--- src/tweakable_feistel_block_cipher_unit_macros.svh ---
// ----------------------------------------------------------------------------
// Assertion macros for the tweakable Feistel block cipher unit
// Expects clk and rst_n in the scope where a macro is used.
// ----------------------------------------------------------------------------
`ifndef TWEAKABLE_FEISTEL_BLOCK_CIPHER_UNIT_MACROS_SVH
`define TWEAKABLE_FEISTEL_BLOCK_CIPHER_UNIT_MACROS_SVH

// same-cycle implication
`define TFBC_ASSERT_IMPL(label, ante, cons, msg) \
    label: assert property (@(posedge clk) disable iff (!rst_n) (ante) |-> (cons)) \
        else $error(msg);

// next-cycle implication
`define TFBC_ASSERT_NEXT(label, ante, cons, msg) \
    label: assert property (@(posedge clk) disable iff (!rst_n) (ante) |=> (cons)) \
        else $error(msg);

`endif

--- src/tfbc_pkg.sv ---
// ----------------------------------------------------------------------------
// tfbc_pkg
// Types, constants and round functions of the tweakable Feistel block cipher.
// ----------------------------------------------------------------------------
package tfbc_pkg;

    localparam int FEISTEL_ROUNDS_DEF = 8;
    localparam int PERM_ROUNDS_DEF    = 6;
    localparam int ASCON_ROUNDS       = 12;
    localparam int PERM_W             = 4;
    localparam int RC_IDX_W           = 6;
    localparam int CFG_IDX_W          = 2;
    localparam int CFG_W              = 64;

    localparam logic [CFG_IDX_W-1:0] REG_KEY_HI = 2'd0;
    localparam logic [CFG_IDX_W-1:0] REG_KEY_LO = 2'd1;

    localparam logic [7:0] GF_POLY = 8'h87;

    localparam logic [31:0] ROUND_CONST [64] = '{
        32'h428a2f98, 32'h71374491, 32'hb5c0fbcf, 32'he9b5dba5,
        32'h3956c25b, 32'h59f111f1, 32'h923f82a4, 32'hab1c5ed5,
        32'hd807aa98, 32'h12835b01, 32'h243185be, 32'h550c7dc3,
        32'h72be5d74, 32'h80deb1fe, 32'h9bdc06a7, 32'hc19bf174,
        32'he49b69c1, 32'hefbe4786, 32'h0fc19dc6, 32'h240ca1cc,
        32'h2de92c6f, 32'h4a7484aa, 32'h5cb0a9dc, 32'h76f988da,
        32'h983e5152, 32'ha831c66d, 32'hb00327c8, 32'hbf597fc7,
        32'hc6e00bf3, 32'hd5a79147, 32'h06ca6351, 32'h14292967,
        32'h27b70a85, 32'h2e1b2138, 32'h4d2c6dfc, 32'h53380d13,
        32'h650a7354, 32'h766a0abb, 32'h81c2c92e, 32'h92722c85,
        32'ha2bfe8a1, 32'ha81a664b, 32'hc24b8b70, 32'hc76c51a3,
        32'hd192e819, 32'hd6990624, 32'hf40e3585, 32'h106aa070,
        32'h19a4c116, 32'h1e376c08, 32'h2748774c, 32'h34b0bcb5,
        32'h391c0cb3, 32'h4ed8aa4a, 32'h5b9cca4f, 32'h682e6ff3,
        32'h748f82ee, 32'h78a5636f, 32'h84c87814, 32'h8cc70208,
        32'h90befffa, 32'ha4506ceb, 32'hbef9a3f7, 32'hc67178f2
    };

    typedef enum logic [1:0] {
        ST_IDLE,
        ST_RUN,
        ST_FLUSH
    } ctl_state_t;

    typedef struct packed {
        logic                load_item;
        logic                step;
        logic                first_perm;
        logic                last_perm;
        logic [PERM_W-1:0]   perm_idx;
        logic [RC_IDX_W-1:0] rc_idx;
        logic                out_load;
        logic                out_direct;
        logic                sweep_step;
    } ctl_cmd_t;

    typedef struct packed {
        logic dec;
    } dp_status_t;

    typedef struct packed {
        logic [63:0] x0;
        logic [63:0] x1;
        logic [63:0] x2;
        logic [63:0] x3;
        logic [63:0] x4;
    } perm_state_t;

    function automatic logic [63:0] rotr(logic [63:0] x, int n);
        return (x >> n) | (x << (64 - n));
    endfunction

    function automatic perm_state_t ascon_round(perm_state_t s, logic [PERM_W-1:0] k);
        logic [63:0] x0, x1, x2, x3, x4;
        logic [63:0] t0, t1, t2, t3, t4;
        perm_state_t r;
        x0 = s.x0;
        x1 = s.x1;
        x2 = s.x2;
        x3 = s.x3;
        x4 = s.x4;
        x2 = x2 ^ {56'd0, ~k, k};
        x0 = x0 ^ x4;
        x4 = x4 ^ x3;
        x2 = x2 ^ x1;
        t0 = ~x0 & x1;
        t1 = ~x1 & x2;
        t2 = ~x2 & x3;
        t3 = ~x3 & x4;
        t4 = ~x4 & x0;
        x0 = x0 ^ t1;
        x1 = x1 ^ t2;
        x2 = x2 ^ t3;
        x3 = x3 ^ t4;
        x4 = x4 ^ t0;
        x1 = x1 ^ x0;
        x0 = x0 ^ x4;
        x3 = x3 ^ x2;
        x2 = ~x2;
        r.x0 = x0 ^ rotr(x0, 19) ^ rotr(x0, 28);
        r.x1 = x1 ^ rotr(x1, 61) ^ rotr(x1, 39);
        r.x2 = x2 ^ rotr(x2, 1) ^ rotr(x2, 6);
        r.x3 = x3 ^ rotr(x3, 10) ^ rotr(x3, 17);
        r.x4 = x4 ^ rotr(x4, 7) ^ rotr(x4, 41);
        return r;
    endfunction

    // multiply by x in GF(2^128)
    function automatic logic [127:0] gf_double(logic [127:0] v);
        return {v[126:0], 1'b0} ^ (v[127] ? {120'd0, GF_POLY} : 128'd0);
    endfunction

    // inverse of gf_double: the low bit tells whether the polynomial was folded in
    function automatic logic [127:0] gf_halve(logic [127:0] v);
        logic [127:0] t;
        t = v ^ (v[0] ? {120'd0, GF_POLY} : 128'd0);
        return {v[0], t[127:1]};
    endfunction

endpackage

--- src/tfbc_datapath.sv ---
// ----------------------------------------------------------------------------
// tfbc_datapath
// Key registers, round key tracking, Feistel halves, shared Ascon round unit
// and the output register.
// ----------------------------------------------------------------------------
module tfbc_datapath
(
    input  logic                           clk,
    input  logic                           rst_n,
    input  logic                           cfg_we,
    input  logic [tfbc_pkg::CFG_IDX_W-1:0] cfg_index,
    input  logic [tfbc_pkg::CFG_W-1:0]     cfg_data,
    input  logic                           op,
    input  logic [63:0]                    data_hi,
    input  logic [63:0]                    data_lo,
    input  logic [63:0]                    tweak_hi,
    input  logic [31:0]                    tweak_lo,
    input  tfbc_pkg::ctl_cmd_t             cmd,
    output tfbc_pkg::dp_status_t           status,
    output logic [63:0]                    out_hi,
    output logic [63:0]                    out_lo
);

    logic [63:0]            key_hi_reg;
    logic [63:0]            key_lo_reg;
    logic [127:0]           key_last_reg;
    logic [127:0]           key_cur_reg;
    logic [63:0]            l_reg;
    logic [63:0]            r_reg;
    logic [63:0]            tw_hi_reg;
    logic [31:0]            tw_lo_reg;
    logic                   dec_reg;
    tfbc_pkg::perm_state_t  x_reg;
    logic [63:0]            out_hi_reg;
    logic [63:0]            out_lo_reg;

    tfbc_pkg::perm_state_t  perm_in;
    tfbc_pkg::perm_state_t  perm_out;
    logic [63:0]            new_r;

    always_comb
    begin
        if (cmd.first_perm)
        begin
            perm_in.x0 = r_reg;
            perm_in.x1 = key_cur_reg[127:64];
            perm_in.x2 = key_cur_reg[63:0];
            perm_in.x3 = tw_hi_reg;
            perm_in.x4 = {tw_lo_reg, tfbc_pkg::ROUND_CONST[cmd.rc_idx]};
        end
        else
        begin
            perm_in = x_reg;
        end
        perm_out = tfbc_pkg::ascon_round(perm_in, cmd.perm_idx);
        new_r    = perm_out.x0 ^ l_reg;
    end

    // key registers and decrypt start key
    always_ff @(posedge clk or negedge rst_n)
    begin
        if (!rst_n)
        begin
            key_hi_reg   <= '0;
            key_lo_reg   <= '0;
            key_last_reg <= '0;
        end
        else if (cfg_we && cfg_index == tfbc_pkg::REG_KEY_HI)
        begin
            key_hi_reg   <= cfg_data;
            key_last_reg <= {cfg_data, key_lo_reg};
        end
        else if (cfg_we && cfg_index == tfbc_pkg::REG_KEY_LO)
        begin
            key_lo_reg   <= cfg_data;
            key_last_reg <= {key_hi_reg, cfg_data};
        end
        else if (cmd.sweep_step)
        begin
            key_last_reg <= tfbc_pkg::gf_double(key_last_reg);
        end
    end

    always_ff @(posedge clk)
    begin
        if (cmd.load_item)
        begin
            l_reg       <= data_hi;
            r_reg       <= data_lo;
            tw_hi_reg   <= tweak_hi;
            tw_lo_reg   <= tweak_lo;
            dec_reg     <= op;
            key_cur_reg <= op ? key_last_reg : {key_hi_reg, key_lo_reg};
        end
        else if (cmd.step)
        begin
            x_reg <= perm_out;
            if (cmd.last_perm)
            begin
                l_reg       <= r_reg;
                r_reg       <= new_r;
                key_cur_reg <= dec_reg ? tfbc_pkg::gf_halve(key_cur_reg)
                                       : tfbc_pkg::gf_double(key_cur_reg);
            end
        end
    end

    always_ff @(posedge clk)
    begin
        if (cmd.out_load)
        begin
            if (cmd.out_direct)
            begin
                out_hi_reg <= new_r;
                out_lo_reg <= r_reg;
            end
            else
            begin
                out_hi_reg <= r_reg;
                out_lo_reg <= l_reg;
            end
        end
    end

    assign status.dec = dec_reg;
    assign out_hi     = out_hi_reg;
    assign out_lo     = out_lo_reg;

endmodule

--- src/tfbc_ctrl.sv ---
// ----------------------------------------------------------------------------
// tfbc_ctrl
// Sequencer: round counters, key sweep after key writes, handshakes.
// ----------------------------------------------------------------------------
`include "tweakable_feistel_block_cipher_unit_macros.svh"

module tfbc_ctrl
#(
    parameter int FEISTEL_ROUNDS = tfbc_pkg::FEISTEL_ROUNDS_DEF,
    parameter int PERM_ROUNDS    = tfbc_pkg::PERM_ROUNDS_DEF
)
(
    input  logic                           clk,
    input  logic                           rst_n,
    input  logic                           cfg_we,
    input  logic [tfbc_pkg::CFG_IDX_W-1:0] cfg_index,
    input  logic                           in_valid,
    output logic                           in_ready,
    output logic                           out_valid,
    input  logic                           out_stall,
    input  tfbc_pkg::dp_status_t           status,
    output tfbc_pkg::ctl_cmd_t             cmd
);

    localparam int RND_W = $clog2(FEISTEL_ROUNDS);
    localparam logic [tfbc_pkg::PERM_W-1:0] PERM_FIRST =
        tfbc_pkg::PERM_W'(tfbc_pkg::ASCON_ROUNDS - PERM_ROUNDS);
    localparam logic [tfbc_pkg::PERM_W-1:0] PERM_LAST =
        tfbc_pkg::PERM_W'(tfbc_pkg::ASCON_ROUNDS - 1);
    localparam logic [RND_W-1:0] RND_LAST = RND_W'(FEISTEL_ROUNDS - 1);

    tfbc_pkg::ctl_state_t state_reg;
    tfbc_pkg::ctl_state_t state_next;

    logic [tfbc_pkg::PERM_W-1:0] perm_reg;
    logic [tfbc_pkg::PERM_W-1:0] perm_next;
    logic [RND_W-1:0]            rnd_reg;
    logic [RND_W-1:0]            rnd_next;
    logic [RND_W-1:0]            sweep_reg;
    logic [RND_W-1:0]            sweep_next;
    logic                        out_valid_reg;
    logic                        out_valid_next;

    logic key_write;
    logic out_free;
    logic last_perm;
    logic last_rnd;
    logic accept;
    logic [RND_W-1:0] rnd_idx;

    assign key_write = cfg_we && (cfg_index == tfbc_pkg::REG_KEY_HI ||
                                  cfg_index == tfbc_pkg::REG_KEY_LO);
    assign out_free  = !out_valid_reg || !out_stall;
    assign last_perm = perm_reg == PERM_LAST;
    assign last_rnd  = rnd_reg == RND_LAST;
    assign in_ready  = state_reg == tfbc_pkg::ST_IDLE && sweep_reg == '0;
    assign accept    = in_valid && in_ready;
    assign rnd_idx   = status.dec ? RND_LAST - rnd_reg : rnd_reg;

    always_comb
    begin
        state_next = state_reg;
        unique case (state_reg)
            tfbc_pkg::ST_IDLE:
            begin
                if (accept)
                    state_next = tfbc_pkg::ST_RUN;
            end
            tfbc_pkg::ST_RUN:
            begin
                if (last_perm && last_rnd)
                    state_next = out_free ? tfbc_pkg::ST_IDLE : tfbc_pkg::ST_FLUSH;
            end
            tfbc_pkg::ST_FLUSH:
            begin
                if (out_free)
                    state_next = tfbc_pkg::ST_IDLE;
            end
            default:
            begin
                state_next = tfbc_pkg::ST_IDLE;
            end
        endcase
    end

    always_comb
    begin
        cmd            = '0;
        cmd.perm_idx   = perm_reg;
        cmd.rc_idx     = tfbc_pkg::RC_IDX_W'(rnd_idx);
        cmd.first_perm = perm_reg == PERM_FIRST;
        cmd.last_perm  = last_perm;
        cmd.sweep_step = sweep_reg != '0 && !key_write;
        unique case (state_reg)
            tfbc_pkg::ST_IDLE:
            begin
                cmd.load_item = accept;
            end
            tfbc_pkg::ST_RUN:
            begin
                cmd.step       = 1'b1;
                cmd.out_load   = last_perm && last_rnd && out_free;
                cmd.out_direct = 1'b1;
            end
            tfbc_pkg::ST_FLUSH:
            begin
                cmd.out_load = out_free;
            end
            default:
            begin
                cmd.load_item = 1'b0;
            end
        endcase
    end

    always_comb
    begin
        perm_next = perm_reg;
        rnd_next  = rnd_reg;
        if (cmd.load_item)
        begin
            perm_next = PERM_FIRST;
            rnd_next  = '0;
        end
        else if (cmd.step)
        begin
            perm_next = last_perm ? PERM_FIRST : perm_reg + 1'b1;
            if (last_perm)
                rnd_next = last_rnd ? '0 : rnd_reg + 1'b1;
        end

        priority if (key_write)
            sweep_next = RND_LAST;
        else if (sweep_reg != '0)
            sweep_next = sweep_reg - 1'b1;
        else
            sweep_next = sweep_reg;

        priority if (cmd.out_load)
            out_valid_next = 1'b1;
        else if (out_valid_reg && !out_stall)
            out_valid_next = 1'b0;
        else
            out_valid_next = out_valid_reg;
    end

    always_ff @(posedge clk or negedge rst_n)
    begin
        if (!rst_n)
        begin
            state_reg     <= tfbc_pkg::ST_IDLE;
            perm_reg      <= PERM_FIRST;
            rnd_reg       <= '0;
            sweep_reg     <= '0;
            out_valid_reg <= 1'b0;
        end
        else
        begin
            state_reg     <= state_next;
            perm_reg      <= perm_next;
            rnd_reg       <= rnd_next;
            sweep_reg     <= sweep_next;
            out_valid_reg <= out_valid_next;
        end
    end

    assign out_valid = out_valid_reg;

    `TFBC_ASSERT_NEXT(a_accept_starts, accept, state_reg == tfbc_pkg::ST_RUN && perm_reg == PERM_FIRST && rnd_reg == '0, "accepted beat did not start the rounds")
    `TFBC_ASSERT_IMPL(a_sweep_blocks, sweep_reg != '0, !in_ready, "input ready during key sweep")
    `TFBC_ASSERT_IMPL(a_no_overwrite, cmd.out_load, !out_valid_reg || !out_stall, "pending result overwritten")
    `TFBC_ASSERT_NEXT(a_flush_on_stall, state_reg == tfbc_pkg::ST_RUN && last_perm && last_rnd && !out_free, state_reg == tfbc_pkg::ST_FLUSH, "finished block lost under stall")

endmodule

--- src/tweakable_feistel_block_cipher_unit.sv ---
// ----------------------------------------------------------------------------
// tweakable_feistel_block_cipher_unit
// Tweakable 128-bit Feistel cipher on a reduced-round Ascon permutation.
// ----------------------------------------------------------------------------
// Each block runs one Ascon round per cycle on a single shared round unit. A
// new block is accepted only once the last is loaded into the output register.
// A key write starts a sweep for the decrypt start key; input is stalled during
// it. Reset clears keys to zero and empties the unit.
module tweakable_feistel_block_cipher_unit
#(
    parameter int FEISTEL_ROUNDS = tfbc_pkg::FEISTEL_ROUNDS_DEF,
    parameter int PERM_ROUNDS    = tfbc_pkg::PERM_ROUNDS_DEF
)
(
    input  logic                           clk,
    input  logic                           rst_n,
    input  logic                           cfg_we,
    input  logic [tfbc_pkg::CFG_IDX_W-1:0] cfg_index,
    input  logic [tfbc_pkg::CFG_W-1:0]     cfg_data,
    input  logic                           in_valid,
    output logic                           in_stall,
    input  logic                           op,
    input  logic [63:0]                    data_hi,
    input  logic [63:0]                    data_lo,
    input  logic [63:0]                    tweak_hi,
    input  logic [31:0]                    tweak_lo,
    output logic                           out_valid,
    input  logic                           out_stall,
    output logic [63:0]                    out_hi,
    output logic [63:0]                    out_lo
);

    tfbc_pkg::ctl_cmd_t   cmd;
    tfbc_pkg::dp_status_t status;
    logic                 in_ready;

    tfbc_ctrl
    #(
        .FEISTEL_ROUNDS (FEISTEL_ROUNDS),
        .PERM_ROUNDS    (PERM_ROUNDS)
    )
    u_ctrl
    (
        .clk       (clk),
        .rst_n     (rst_n),
        .cfg_we    (cfg_we),
        .cfg_index (cfg_index),
        .in_valid  (in_valid),
        .in_ready  (in_ready),
        .out_valid (out_valid),
        .out_stall (out_stall),
        .status    (status),
        .cmd       (cmd)
    );

    tfbc_datapath u_datapath
    (
        .clk       (clk),
        .rst_n     (rst_n),
        .cfg_we    (cfg_we),
        .cfg_index (cfg_index),
        .cfg_data  (cfg_data),
        .op        (op),
        .data_hi   (data_hi),
        .data_lo   (data_lo),
        .tweak_hi  (tweak_hi),
        .tweak_lo  (tweak_lo),
        .cmd       (cmd),
        .status    (status),
        .out_hi    (out_hi),
        .out_lo    (out_lo)
    );

    assign in_stall = !in_ready;

endmodule

--- config.mk ---
export PLATFORM = sky130hd
export DESIGN_NAME = tweakable_feistel_block_cipher_unit
export DESIGN_NICKNAME = d
export VERILOG_FILES = /design/src/tfbc_pkg.sv /design/src/tfbc_datapath.sv /design/src/tfbc_ctrl.sv /design/src/tweakable_feistel_block_cipher_unit.sv
export VERILOG_INCLUDE_DIRS = /design/src /design/src/src
export SDC_FILE = /design/constraint.sdc
export NUM_CORES = 2
export LEC_CHECK = 0
export BUFFER_PORTS_ARGS = -buffer_cell sky130_fd_sc_hd__buf_2
export CAP_MARGIN = 20
export CORE_UTILIZATION = 35
export CTS_CLUSTER_SIZE = 25
export DETAILED_ROUTE_END_ITERATION = 10
export GPL_TIMING_DRIVEN = 1
export SLEW_MARGIN = 20
export SYNTH_ARGS = -nofsm -noshare
export SYNTH_HDL_FRONTEND = slang
export SYNTH_SLANG_ARGS = --single-unit
--- constraint.sdc ---
create_clock -name clk -period 18.8 [get_ports clk]
set_clock_uncertainty 0.2 [all_clocks]
set_input_delay 0.94 -clock clk [delete_from_list [all_inputs] [get_ports clk]]
set_output_delay 0.94 -clock clk [all_outputs]
set_load 0.02 [all_outputs]
# Yosys cells after proc, flatten, opt, wreduce, memory -nomap -nowiden
# Memories as Yosys holds them, arrays and structs flattened.
# Index checks and enable logic that the tools add are counted.
# totals
regBits	1070
latch_bits	0
ramBits	0
rom_bits	2048
inputBits	296
output_inout_bits	130
wordCells	157
memories	1
# mem_list
memory	depth	word_bits	rd	rd_clocked_by_memory_dff	wr	line	rtl
(name not given)	64	32	1	0	0	tfbc_datapath.sv:49	perm_in.x4 = {tw_lo_reg, tfbc_pkg::ROUND_CONST[cmd.rc_idx]};
# classes
add_sub_neg	4
multipliers	0
n_div	0
order_cmp	1
eq_ne	9
shift	0
n_mux	42
bitwise	51
reduce_logical	28
# op_table
operator	n
$xor A64 B64 Y64	22
$mux W128	8
$mux W64	8
$not A64 Y64	6
$xor A128 B128 Y128	3
$and A64 B64 Y64	5
$mux W320	1
$mux W32	2
$or A23 B64 Y64	1
$or A25 B64 Y64	1
$or A3 B64 Y64	1
$or A36 B64 Y64	1
$or A45 B64 Y64	1
$or A47 B64 Y64	1
$or A54 B64 Y64	1
$or A57 B64 Y64	1
$or A58 B64 Y64	1
$or A63 B64 Y64	1
$xor A64 B8 Y64	1
$mux W8	3
$mux W3	7
$mux W4	3
$logic_and A1 B1 Y1	9
$mux W2	4
other kinds (25)	43

# Logic depth before layout (Yosys ltp)
# depth
ltp_word	19
depth_mapped	21
ltp_nobuf	14

# Hierarchy
# Synthesis repeated with hierarchy kept, for this count alone.
# unflattened
cells_unflattened	5671
area_unflattened_um2	67471.0
# by_module_without_submodules
module	instances	cells_each	area_per_inst_um2	seq_area_each_um2
tfbc_datapath	1	5573	66546.3	30459.2
tfbc_ctrl	1	97	920.9	327.8
tweakable_feistel_block_cipher_unit	1	1	3.8	0.0

# Worst setup path before layout
# Ideal clock, no wire load.
# synth_path
kind	input port to flip-flop
start	input port in_valid
end	register u_datapath.x_reg[0] in the netlist's numbering, enable pin
setup_ps	2313
arrival_ps	17606
required_time_ps	16287
path_slack_ps	-1319
path_stages	6
path_buffers	3
cell_sequence	nand3_1 -> inv_1 -> clkbuf_1 -> clkbuf_1 -> clkbuf_1 -> nor2_1
# synth_lines
element	line	rtl
start, declared	tweakable_feistel_block_cipher_unit.sv:20	input logic in_valid,
end signal, assigned	tfbc_datapath.sv:97	x_reg <= perm_out;
end, declared	tfbc_datapath.sv:33	tfbc_pkg::perm_state_t x_reg;

==> results.py <==
metrics = {
    "synthesis": {
        "synth-edff-count": 801,
        "ys_types": 76,
        "syn_nets": 6180,
        "ys_ff_latch": 1070,
        "synthArstFlopShare_pct": 25.1,
        "ys_seq_area_share_pct": 47.2,
        "syn_area_sq_um": 65300,
        "syn_inst": 5741,
        "synth_ff_type": "edfxtp_1",
        "syn_avg_cell_area_sq_um": 11.4,
        "ys_warn_count": 0,
    },
    "layout": {
        "largest_register_ffs": 320,
        "area_delta_synth_final_pct": 14.0,
        "final_cell_mix": "nand2_1, edfxtp_1, xnor2_1",
        "drive_gt1_share_pct": 17.8,
        "final_common_cell": "nand2_1",
        "nets": 6534,
    },
    "cts": {
        "root_buffer": "clkbuf_16",
        "clk_path_buf_depth": 3,
        "cts_buffers": 131,
        "htreeDepth": 4,
        "numClockSinks": 1070,
        "clk_pin_slew_ns": 0.06,
        "clkLatencyLatePin_ns": 0.81,
        "cts_tree": "done",
        "post_cts_buffers": 0,
    },
    "sta": {
        "rsz0062_at_grt": "no",
        "worst_slew_pin_slew_ns": 1.21,
        "final-hold-violation-count": 0,
        "hold_slack_ns": 0.111,
        "period_share_pct": 33.7,
        "fmax_mhz": 158,
        "timing.final.max_slew_violations": 0,
        "slew_headroom_pct": 18.6,
        "min_period_ns": 6.33,
        "tns_ns": 0,
        "finalSetupViolCount": 0,
    },
    "routing": {
        "vias": 47200,
        "routedWlPerCell_um": 29.0,
        "drtAntennaViolNets": 0,
        "routed_wl_mm": 252,
        "drt_iter0_drc": 5555,
        "drt-vias-per-instance": 5.44,
        "drc": 0,
        "drt-pass1-iter-count": 5,
    },
    "job": {
        "maxCapViolations": 0,
    },
    "critical_path": {
        "worst_setup_path_start_kind": "flip-flop",
        "timing_worst_setup_path_type": "reg -> reg",
        "worstPathMaxFanout": 135,
        "rr_startpoint": "u_ctrl.perm_reg[1]",
        "end_kind": "flip-flop",
        "critPathLaunch": "u_ctrl.perm_reg[1]",
        "cp.arrival_ns": 6.63,
        "required_ns": 19.10,
    },
    "floorplanning": {
        "core_sq_um": 185000,
        "ios": 426,
        "design.die.area_sq_um": 188000,
        "die_x_um": 434,
        "start_util_pct": 35.2,
        "rows": 158,
        "die_y_um": 434,
    },
    "global_route": {
        "grt_max_degree": 202,
        "track_usage_pct": 26.2,
        "grt-ovfl-total": 0,
        "grt_pass1_wl_mm": 345,
        "antenna_found_initial": 44,
        "grt_pass1_vias": 44500,
    },
    "outcome": {
        "status": "finished clean",
    },
    "placement": {
        "gp_congestion": 1.05,
        "hpwl_mm": 193,
        "port-buffer-count": 425,
    },
    "hold_path": {
        "hold_class": "in -> reg",
        "hold_start": "tweak_lo[12]",
    },
}
## cell families after synthesis
kind of cell,share of synthesized area (%)
flip-flops,47.2
XOR/XNOR,18.8
buffers and inverters,2.61
multiplexers,10.2
AO/OA/AOI/OAI,8.25
AND/OR/NAND/NOR,9.32
adder cells (fa/ha/maj),3.71
## synth_stat cells, drive strengths merged, types with 3 or more instances
library cell	n	area share [%]
a211oi	254	2.9
a21oi	257	2.0
a22oi	40	0.48
a31oi	130	1.3
and2	23	0.22
and3	4	0.038
buf	84	0.95
clkbuf	216	1.2
dfrtp	267	10
edfxtp	801	37
ha	143	2.7
inv	72	0.41
maj3	63	0.97
mux2	223	3.9
mux2i	396	6.3
nand2	834	4.8
nand2b	15	0.14
nand3	12	0.092
nand3b	4	0.065
nor2	213	1.2
nor2b	248	2.4
nor3	11	0.092
o211a	21	0.32
o211ai	11	0.13
o21ai	100	0.79
o31ai	5	0.086
o32ai	4	0.054
or2	3	0.029
or3	7	0.067
or4	3	0.034
xnor2	878	13
xnor3	23	0.79
xor2	333	4.5
xor3	17	0.62
## layer usage
| metal | part of all wire (%) | GRT usage (%) |
|---|---|---|
| met1 | 44 | 37.8 |
| met2 | 41 | 37.3 |
| met3 | 9.1 | 4.90 |
| met5 | 0.13 | 0 |
| met4 | 5.5 | 12.9 |
## per-stage QoR
step                util, %  instance area [sq um]  instances  worst slack, ns
floorplan                 -                  65300       5741             1.26
global placement       37.7                  70000       8439            12.82
detailed placement     37.8                  70000       8440            12.77
CTS                    40.1                  74400       8676            12.74
global route           40.1                  74400       8677            12.34
finish                 40.1                  74400       8687            12.47
## worst paths after layout
| check | endpoint | slack [ns] | cells past startpoint |
|---|---|---|---|
| hold / removal | u_datapath.tw_lo_reg[12] | 0.11 | 1 |
| hold reg to reg | u_datapath.key_lo_reg[43] | 0.32 | 1 |
| min in group asynchronous | u_datapath.key_hi_reg[11] | 0.53 | 2 |
| max in group asynchronous | u_datapath.key_last_reg[41] | 15.80 | 4 |
| setup / recovery | u_datapath.out_hi[9] | 12.47 | 11 |
| setup reg to reg | u_datapath.out_hi[9] | 12.47 | 11 |
## worst max-delay path, cell delays in order, from the launching register on
cell and delay, ns:
dfstp_2 0.60, ha_1 0.30, and3b_4 0.66, buf_12 0.46, buf_4 0.78, mux2_2 0.47, ha_1 0.33, xnor2_1 0.36
xor2_1 0.59, xor3_2 0.53, xnor2_1 0.20, a21oi_1 0.11
## final cells by class
class / count / area [sq um]
clock inverters: 61 / 733
clock buffers: 174 / 3590
diodes: 10 / 25.0
flip-flops and latches: 1070 / 30800
repair buffers: 521 / 2940
inverters: 72 / 278
fillers: 17900 / 111000
multi-input cells: 4299 / 33000
well taps: 2480 / 3100
## repair_timing
item	4_1_cts	5_1_grt
endpoints found under the setup margin	0	0
resized for setup	0	0
endpoints found under the hold margin	73	0
hold buffers	1	0
Power is not shown: default switching activity piles up to over one toggle a cycle in this logic, so the estimate is an artifact.
